## src/hw/rtl/dap_pkg.sv

```systemverilog
`timescale 1ns / 1ps

package dap_pkg;

  localparam int AMOUNT_W        = 63;
  localparam int FRACTION_DIGITS = 8;
  localparam int QUEUE_DEPTH     = 4;

  localparam logic [7:0] CHAR_MINUS = 8'h2D;
  localparam logic [7:0] CHAR_PLUS  = 8'h2B;
  localparam logic [7:0] CHAR_DOT   = 8'h2E;
  localparam logic [7:0] CHAR_ZERO  = 8'h30;
  localparam logic [7:0] CHAR_NINE  = 8'h39;

  typedef enum logic [2:0] {
    KIND_DIGIT,
    KIND_DOT,
    KIND_MINUS,
    KIND_PLUS,
    KIND_OTHER
  } kind_t;

  typedef struct packed {
    kind_t      kind;
    logic [3:0] digit;
    logic       first;
    logic       mode;
    logic       last;
  } token_t;

endpackage

```

## src/hw/rtl/decimal_amount_parser.sv

```systemverilog
`timescale 1ns / 1ps

// Channel  Handshake            Payload
// in       in_valid / in_stall  character[7:0], divisible, last
// out      out_valid/ out_stall amount[62:0]
//
// One character per cycle enters unless in_stall; the back end takes one queued
// character a cycle unless padding or a finished result is held by out_stall.
// A divisible string ending with k < FRACTION_DIGITS fraction digits gets
// FRACTION_DIGITS - k zero digits appended, one digit a cycle unless held.
// rst is synchronous; queue pointers and count, string state and out_valid clear.
// in_stall rises only when the four-entry queue is full.
module decimal_amount_parser #(
  parameter int FRACTION_DIGITS = dap_pkg::FRACTION_DIGITS
) (
  input  logic                         clk,
  input  logic                         rst,
  input  logic                         in_valid,
  output logic                         in_stall,
  input  logic [7:0]                   character,
  input  logic                         divisible,
  input  logic                         last,
  output logic                         out_valid,
  input  logic                         out_stall,
  output logic [dap_pkg::AMOUNT_W-1:0] amount
);
  import dap_pkg::*;

  logic   push;
  logic   full;
  logic   pop;
  logic   tok_valid;
  token_t wr_token;
  token_t rd_token;

  dap_front u_front (
    .clk       (clk),
    .rst       (rst),
    .in_valid  (in_valid),
    .in_stall  (in_stall),
    .character (character),
    .divisible (divisible),
    .last      (last),
    .push      (push),
    .token     (wr_token),
    .full      (full)
  );

  dap_queue u_queue (
    .clk      (clk),
    .rst      (rst),
    .push     (push),
    .wr_token (wr_token),
    .full     (full),
    .pop      (pop),
    .rd_valid (tok_valid),
    .rd_token (rd_token)
  );

  dap_back #(
    .FRACTION_DIGITS (FRACTION_DIGITS)
  ) u_back (
    .clk       (clk),
    .rst       (rst),
    .tok_valid (tok_valid),
    .tok       (rd_token),
    .pop       (pop),
    .out_valid (out_valid),
    .out_stall (out_stall),
    .amount    (amount)
  );

endmodule

```

## src/hw/rtl/dap_front.sv

```systemverilog
`timescale 1ns / 1ps

module dap_front (
  input  logic            clk,
  input  logic            rst,
  input  logic            in_valid,
  output logic            in_stall,
  input  logic [7:0]      character,
  input  logic            divisible,
  input  logic            last,
  output logic            push,
  output dap_pkg::token_t token,
  input  logic            full
);
  import dap_pkg::*;

  logic  at_first;
  logic  mode;
  kind_t kind;

  always_comb begin
    if (character == CHAR_MINUS) begin
      kind = KIND_MINUS;
    end else if (character == CHAR_PLUS) begin
      kind = KIND_PLUS;
    end else if (character == CHAR_DOT) begin
      kind = KIND_DOT;
    end else if (character >= CHAR_ZERO && character <= CHAR_NINE) begin
      kind = KIND_DIGIT;
    end else begin
      kind = KIND_OTHER;
    end
  end

  assign in_stall    = full;
  assign push        = in_valid && !full;
  assign token.kind  = kind;
  assign token.digit = character[3:0];
  assign token.first = at_first;
  assign token.mode  = at_first ? divisible : mode;
  assign token.last  = last;

  always_ff @(posedge clk) begin
    if (rst) begin
      at_first <= 1'b1;
      mode     <= 1'b0;
    end else if (push) begin
      at_first <= last;
      mode     <= token.mode;
    end
  end

endmodule

```

## src/hw/rtl/dap_queue.sv

```systemverilog
`timescale 1ns / 1ps

module dap_queue (
  input  logic            clk,
  input  logic            rst,
  input  logic            push,
  input  dap_pkg::token_t wr_token,
  output logic            full,
  input  logic            pop,
  output logic            rd_valid,
  output dap_pkg::token_t rd_token
);
  import dap_pkg::*;

  localparam int PTR_W = (QUEUE_DEPTH > 1) ? $clog2(QUEUE_DEPTH) : 1;
  localparam int CNT_W = $clog2(QUEUE_DEPTH + 1);

  token_t             mem [QUEUE_DEPTH];
  logic [PTR_W-1:0]   wr_ptr;
  logic [PTR_W-1:0]   rd_ptr;
  logic [CNT_W-1:0]   count;
  logic               do_pop;

  assign full     = (count == CNT_W'(QUEUE_DEPTH));
  assign rd_valid = (count != '0);
  assign rd_token = mem[rd_ptr];
  assign do_pop   = pop && rd_valid;

  always_ff @(posedge clk) begin
    if (push) begin
      mem[wr_ptr] <= wr_token;
    end
  end

  always_ff @(posedge clk) begin
    if (rst) begin
      wr_ptr <= '0;
      rd_ptr <= '0;
      count  <= '0;
    end else begin
      if (push) begin
        wr_ptr <= (wr_ptr == PTR_W'(QUEUE_DEPTH - 1)) ? '0 : wr_ptr + 1'b1;
      end
      if (do_pop) begin
        rd_ptr <= (rd_ptr == PTR_W'(QUEUE_DEPTH - 1)) ? '0 : rd_ptr + 1'b1;
      end
      if (push && !do_pop) begin
        count <= count + 1'b1;
      end else if (do_pop && !push) begin
        count <= count - 1'b1;
      end
    end
  end

endmodule

```

## src/hw/rtl/dap_back.sv

```systemverilog
`timescale 1ns / 1ps

module dap_back #(
  parameter int FRACTION_DIGITS = dap_pkg::FRACTION_DIGITS
) (
  input  logic                         clk,
  input  logic                         rst,
  input  logic                         tok_valid,
  input  dap_pkg::token_t              tok,
  output logic                         pop,
  output logic                         out_valid,
  input  logic                         out_stall,
  output logic [dap_pkg::AMOUNT_W-1:0] amount
);
  import dap_pkg::*;

  localparam int FC_W   = $clog2(FRACTION_DIGITS + 1);
  localparam int WIDE_W = AMOUNT_W + 4;

  logic [AMOUNT_W-1:0] acc;
  logic                ovf;
  logic                failed;
  logic                after_dot;
  logic [FC_W-1:0]     fc;
  logic                pad;

  logic [AMOUNT_W-1:0] acc_next;
  logic                ovf_next;
  logic                failed_next;
  logic                after_dot_next;
  logic [FC_W-1:0]     fc_next;
  logic                pad_next;
  logic                emit;
  logic                out_free;

  logic                clear;
  logic [AMOUNT_W-1:0] b_acc;
  logic                b_ovf;
  logic                b_failed;
  logic                b_dot;
  logic [FC_W-1:0]     b_fc;
  logic [3:0]          push_d;
  logic [WIDE_W-1:0]   wide;
  logic [AMOUNT_W-1:0] p_acc;
  logic                p_ovf;

  assign out_free = !out_valid || !out_stall;
  assign clear    = !pad && tok_valid && tok.first;
  assign b_acc    = clear ? '0 : acc;
  assign b_ovf    = clear ? 1'b0 : ovf;
  assign b_failed = clear ? 1'b0 : failed;
  assign b_dot    = clear ? 1'b0 : after_dot;
  assign b_fc     = clear ? '0 : fc;
  assign push_d   = pad ? 4'd0 : tok.digit;

  assign wide = ({4'b0, b_acc} << 3) + ({4'b0, b_acc} << 1) + WIDE_W'(push_d);

  always_comb begin
    if (b_ovf) begin
      p_acc = b_acc;
      p_ovf = 1'b1;
    end else if (wide[WIDE_W-1:AMOUNT_W] != '0) begin
      p_acc = b_acc;
      p_ovf = 1'b1;
    end else begin
      p_acc = wide[AMOUNT_W-1:0];
      p_ovf = 1'b0;
    end
  end

  always_comb begin
    acc_next       = b_acc;
    ovf_next       = b_ovf;
    failed_next    = b_failed;
    after_dot_next = b_dot;
    fc_next        = b_fc;
    pad_next       = pad;
    pop            = 1'b0;
    emit           = 1'b0;
    if (pad) begin
      acc_next = p_acc;
      ovf_next = p_ovf;
      fc_next  = FC_W'(fc + 1'b1);
      if (fc_next == FC_W'(FRACTION_DIGITS)) begin
        pad_next = 1'b0;
        emit     = 1'b1;
      end
    end else if (tok_valid) begin
      case (tok.kind)
        KIND_MINUS: failed_next = 1'b1;
        default: begin
          if (!b_dot) begin
            if (tok.kind == KIND_DOT) begin
              after_dot_next = 1'b1;
            end else if (tok.kind == KIND_DIGIT) begin
              acc_next = p_acc;
              ovf_next = p_ovf;
            end else if (!(tok.first && tok.kind == KIND_PLUS)) begin
              failed_next = 1'b1;
            end
          end else if (tok.mode) begin
            if (tok.kind == KIND_DOT) begin
              failed_next = 1'b1;
            end else if (b_fc < FC_W'(FRACTION_DIGITS)) begin
              if (tok.kind == KIND_DIGIT) begin
                acc_next = p_acc;
                ovf_next = p_ovf;
              end else begin
                failed_next = 1'b1;
              end
              fc_next = FC_W'(b_fc + 1'b1);
            end
          end
        end
      endcase
      pop = 1'b1;
      if (tok.last) begin
        if (tok.mode && fc_next < FC_W'(FRACTION_DIGITS)) begin
          pad_next = 1'b1;
        end else begin
          emit = 1'b1;
        end
      end
    end
    if (emit && !out_free) begin
      acc_next       = acc;
      ovf_next       = ovf;
      failed_next    = failed;
      after_dot_next = after_dot;
      fc_next        = fc;
      pad_next       = pad;
      pop            = 1'b0;
      emit           = 1'b0;
    end
  end

  always_ff @(posedge clk) begin
    if (rst) begin
      acc       <= '0;
      ovf       <= 1'b0;
      failed    <= 1'b0;
      after_dot <= 1'b0;
      fc        <= '0;
      pad       <= 1'b0;
      out_valid <= 1'b0;
    end else begin
      acc       <= acc_next;
      ovf       <= ovf_next;
      failed    <= failed_next;
      after_dot <= after_dot_next;
      fc        <= fc_next;
      pad       <= pad_next;
      if (emit) begin
        out_valid <= 1'b1;
      end else if (!out_stall) begin
        out_valid <= 1'b0;
      end
    end
  end

  always_ff @(posedge clk) begin
    if (emit) begin
      amount <= (failed_next || ovf_next) ? '0 : acc_next;
    end
  end

  a_fc_bound: assert property (@(posedge clk) disable iff (rst)
    fc <= FC_W'(FRACTION_DIGITS))
    else $error("fraction count past limit");

  a_pad_no_pop: assert property (@(posedge clk) disable iff (rst)
    pad |-> !pop)
    else $error("token taken during zero padding");

  a_no_overwrite: assert property (@(posedge clk) disable iff (rst)
    (out_valid && out_stall) |=> (out_valid && $stable(amount)))
    else $error("held result overwritten");

endmodule
```

## config.mk

```make
export PLATFORM = sky130hd
export DESIGN_NAME = decimal_amount_parser
export DESIGN_NICKNAME = d
export VERILOG_FILES = /design/src/hw/rtl/dap_pkg.sv /design/src/hw/rtl/decimal_amount_parser.sv /design/src/hw/rtl/dap_front.sv /design/src/hw/rtl/dap_queue.sv /design/src/hw/rtl/dap_back.sv
export SDC_FILE = /design/constraint.sdc
export NUM_CORES = 1
export LEC_CHECK = 0
export BUFFER_PORTS_ARGS = -buffer_cell sky130_fd_sc_hd__buf_2
export CORE_UTILIZATION = 40
export CTS_BUF_LIST = sky130_fd_sc_hd__clkbuf_4 sky130_fd_sc_hd__clkbuf_8 sky130_fd_sc_hd__clkbuf_16
export DETAILED_ROUTE_END_ITERATION = 7
export MAX_ROUTING_LAYER = met4
export PLACE_DENSITY_LB_ADDON = 0.2
export SKIP_CTS_REPAIR_TIMING = 1
export SYNTH_ARGS = -nofsm -noshare
export SYNTH_HDL_FRONTEND = slang
export SYNTH_SLANG_ARGS = --single-unit
```

## constraint.sdc

```tcl
create_clock -name clk -period 6.2 [get_ports clk]
set_clock_uncertainty 0.1 [all_clocks]
set_input_delay 0.62 -clock clk [delete_from_list [all_inputs] [get_ports clk]]
set_output_delay 0.62 -clock clk [all_outputs]
set_load 0.005 [all_outputs]
```

Yosys cells after proc, flatten, opt, wreduce, memory -nomap -nowiden:

Memories as Yosys holds them, arrays and structs flattened. A register that Yosys moved wholly into a read port is not among the register bits.
Cells that the tools add are included.
W data, S select, Z words.

* register bits after elaboration: 144
* memory bits (writable): 40
* input port bits: 14
* output and inout port bits: 65
* word-level logic and storage cells: 145
* memories: 1

Memory list
* u_queue.mem: depth 4, bits a word 10, read ports 1, clocked after memory_dff 1, write ports 1, RTL line dap_queue.sv:18 `token_t mem [QUEUE_DEPTH];`

* add/sub/neg operators: 8
* order comparisons: 4
* eq/ne operators: 11
* mux-type cells: 85
* reduce and logical (&&, ||, !) cells: 23

Operator list (number)
* $mux W63: 13
* $add A66 B64 Y67: 1
* $add A67 B4 Y67: 1
* $mux W1: 51
* $mux W4: 11
* $eq A8 B6 Y1 const B: 3
* $mux W3: 6
* $logic_and A1 B1 Y1: 10
* $add A4 B1 Y4 const B: 2
* $ge A8 B6 Y1 const B: 1
* $le A8 B6 Y1 const B: 1
* $lt A4 B4 Y1 const B: 2
* $mux W2: 4
* $logic_not A1 Y1: 7
* $eq A3 B2 Y1 const B: 2
* $add A2 B1 Y2 const B: 2
* $eq A2 B2 Y1 const B: 2
* $eq A4 B4 Y1 const B: 1
* $reduce_bool A4 Y1: 1
* $add A3 B1 Y3 const B: 1
* $eq A3 B1 Y1 const B: 1
* $eq A3 B3 Y1 const B: 1
* $logic_not A3 Y1: 1
* $reduce_bool A3 Y1: 1
* 4 further kinds: 5

Longest topological paths before layout:

* depth after elaboration: 24
* gate-level depth with buffers: 23
* gate-level depth less buffers: 17

By module:

A second synthesis with hierarchy kept.

* cell total of the unflattened synthesis: 1404
* area total of the unflattened synthesis: 13282.7 um^2

Modules (own cells, without submodules)
* dap_back: instances 1, cells each 1278, area an instance 11145.7 um^2, seq. area each 3333.2 um^2
* dap_queue: instances 1, cells each 96, area an instance 1913.1 um^2, seq. area each 1381.3 um^2
* dap_front: instances 1, cells each 30, area an instance 224.0 um^2, seq. area each 40.0 um^2

Worst setup path before layout:

Ideal clock, no wire load.

* path type: register to register
* start point: register with a tool-made name
* end point: register u_back.amount[56] (netlist bit) (data pin)
* library setup time: 258 ps
* data arrival time: 5779 ps
* required time: 5842 ps
* slack: 63 ps
* stages on the path, launching flop included: 23
* path buffers: 6
* clock period less this slack: 6137 ps
* path through: dfxtp_1 buf_4 mux4_2 nand3_1 buf_4 clkbuf_1 clkbuf_1 clkbuf_1 and2_1 fa_1 fa_1 a211o_1 a211o_1 a21o_1 a211oi_2 a31oi_1 a21oi_1 o211a_2 and3_1 buf_6 mux2_4 a221o_1 nor2b_1

RTL lines
* to (signal assigned): RTL line dap_back.sv:163 `amount <= (failed_next || ovf_next) ? '0 : acc_next;`
* to (decl): RTL line dap_back.sv:13 `output logic [dap_pkg::AMOUNT_W-1:0] amount`

==> results.yml <==
power:
  p_per_area_nw_per_um2: 331
  seqPwrFrac_pct: 33.9
  vdd_drop_max_v: 0.000320
  p_switching_mw: 1.96
  p_int_mw: 2.87
  p_leak_nw: 6.21
  clkPwrFrac_pct: 24.7
  comb_power_share_pct: 41.4
  switching_share_pct: 40.7
setup_path:
  crit_path_end_kind: "flip-flop"
  worst-path-max-fanout: 41
  cp-start-kind: "flip-flop"
  crit_required_ps: 6320
  r2r-end: "u_back.amount[56]"
  worstSetupPathType: "flip-flop to flip-flop"
  crit_cells: 17
  ff2ff_setup_slack_ps: 500
  critical_path_buf_inv_count: 1
  worstRegToRegCells: 17
  slowest_stage: "mux4_2"
  arrival_ps: 5820
  crit_family: "compound AO/OA/AOI/OAI gates"
  slowest_delay_ps: 540
  worstSetupEndpoint: "u_back.amount[56]"
  path_cells: "mux4_2, nand3_2, buf_4, and2_1, ha_1, ha_1, a21oi_4, o21bai_1, a221oi_2, o21ai_1, a211o_1, a221o_1, o211a_1, and3_1, mux2_4, a221o_1, nor2b_1"
die:
  fp.dieArea_sq_um: 33600
  rows: 65
  core_region_area_sq_um: 32000
  io_pins: 79
  die_h_um: 183
  die_width_um: 183
  start_util_pct: 41.1
run_status:
  status: "finished clean"
synthesis:
  synth_area_per_cell_sq_um: 8.94
  async_flop_share_pct: 0
  ys_ff_latch: 186
  yosysUniqueCellTypes: 92
  synth_nets: 1620
  synth_edf_count: 103
  yosys_warnings: 0
  ys_seq_area_share_pct: 36.2
  synth_area_sq_um: 13100
  synth_cells: 1470
  ys.flop_type: "edfxtp_1"
placed_design:
  place_congestion: 0.936
  place_inst: 1928
  numPortBuffers: 78
  hpwl_um: 27200
timing:
  rsz0062_at_grt: "false"
  worst_pin_slew_ps: 934
  fmax_ghz: 0.175
  slew_violations: 0
  period_minus_slack_ps: 5700
  finalHoldViolations: 0
  fin_tns_setup_ps: 0
  fin_crit_sh_pct: 92.0
  setup_viol_count_final: 0
  slew_headroom_pct: 37.7
clock_tree:
  path_clk_slew_ps: 80
  clkLatencyLatePin_ps: 470
  cts_buffer_depth: 2
  cts.sinks: 186
  htree_levels: 4
  tritoncts: "done"
  numCtsBuffers: 17
  cts-root-buf: "clkbuf_16"
finish:
  seqCellArea_sq_um: 4750
  layout_common_cells: "nor2_1, ha_1, a21oi_1"
  multi_input_area_sq_um: 7950
  diodes: 0
  area_growth_pct: 11.2
  drive_above_1_share_pct: 12.1
  nNetsFinal: 1662
  fill_cells: 3134
  final_common_cell: "nor2_1"
  final-instance-count-excl-fill: 1960
route:
  num_vias: 11000
  antenna_left: 0
  drc_errors: 0
  routed_wl_um: 36200
  post_drt_wl_per_cell_um: 18.5
  drtIter0Drc: 758
  dr.pass1.iters: 5
  via_per_inst: 5.63
global_routing:
  antenna_found_initial: 0
  grt_pass1_vias: 10800
  grt_pass1_wl_um: 57600
  grt_overflow: 0
  grt_max_degree: 82
  gr-usage-all-layers_pct: 22.8
min_path:
  hp-class: "input pin to flip-flop"
  min_from: "last"
flow_run:
  maxCapViolCount: 0
## how the worst min path moves through the flow
stage | endpoint | cells after the start
2_1_floorplan | u_front.mode | 2
3_3_place_gp | u_front.mode | 2
3_5_place_dp | u_front.mode | 2
4_1_cts | u_queue.mem[2][0] | 1
5_1_grt | u_queue.mem[3][0] | 1
6_report | u_queue.mem[0][0] | 1
## synth_stat cells, drive strengths merged (26+ instances only)
cell / instances / area [sq um]
a21oi: 131 / 693
o21ai: 75 / 379
nor3: 26 / 146
and2: 75 / 470
clkbuf: 52 / 196
buf: 29 / 163
nor2: 209 / 790
a31oi: 48 / 300
nand2: 121 / 462
a21o: 26 / 195
xnor2: 34 / 298
ha: 133 / 1660
xor2: 26 / 228
edfxtp: 103 / 3090
dfxtp: 83 / 1660
## cells by family (layout without fill, tap and decap cells)
kind of cell	Yosys count	count (layout)	share of synthesized area, %
AND/OR/NAND/NOR	563	563	20.6
multiplexers	25	25	2.96
AO/OA/AOI/OAI	395	395	19.7
adder cells (fa/ha/maj)	136	136	13.1
XOR/XNOR	60	60	4.00
buffers and inverters	105	160	3.42
flip-flops	186	186	36.2
## state kept, by name, indices dropped and copies added, names as in the netlist, named ones only
name              flops
u_back.acc           63
u_queue.count         3
u_front.at_first      1
u_back.out_valid      1
u_back.pad            1
u_back.ovf            1
u_front.mode          1
u_back.after_dot      1
u_back.failed         1
u_back.fc             4
u_back.amount        63
u_queue.rd_ptr        2
u_queue.wr_ptr        2
u_queue.mem          40
## power by group through the flow
stage	logic [mW]	registers (mW)	clock network, mW
detailed placement	2.01	1.66	0
global placement	1.99	1.66	0
floorplan	1.28	1.67	0
global route	2.20	1.66	1.27
finish	2.00	1.64	1.19
CTS	2.02	1.64	1.23
## area by class of cell
cell class	instances	area share (%)
repair buffers	104	4.27
multi-input cells	1179	54.5
clock inverters	14	1.35
well taps	435	3.73
clock buffers	18	3.01
flip-flops and latches	186	32.6
inverters	24	0.617
## through the flow
| stage | hold slack [ps] | area, sq um | worst slack [ps] | utilization (%) | total power, mW |
|---|---|---|---|---|---|
| 2_1_floorplan | 356 | 13100 | 63.1 | - | 2.95 |
| 3_3_place_gp | 379 | 14000 | 537 | 43.7 | 3.65 |
| 3_5_place_dp | 384 | 14000 | 542 | 43.7 | 3.67 |
| 4_1_cts | 277 | 14600 | 503 | 45.7 | 4.88 |
| 5_1_grt | 294 | 14600 | 141 | 45.7 | 5.13 |
| 6_report | 293 | 14600 | 495 | 45.7 | 4.83 |
## metal layers
| metal | GRT usage (%) | wire (um) | vias up |
|---|---|---|---|
| li1 | - | - | 5468 |
| met1 | 28.8 | 16700 | 5265 |
| met2 | 37.4 | 17400 | 255 |
| met3 | 3.38 | 1290 | 51 |
| met4 | 7.53 | 852 | 0 |
| met5 | - | 0 | - |
Power figures use the tool's default switching activity.
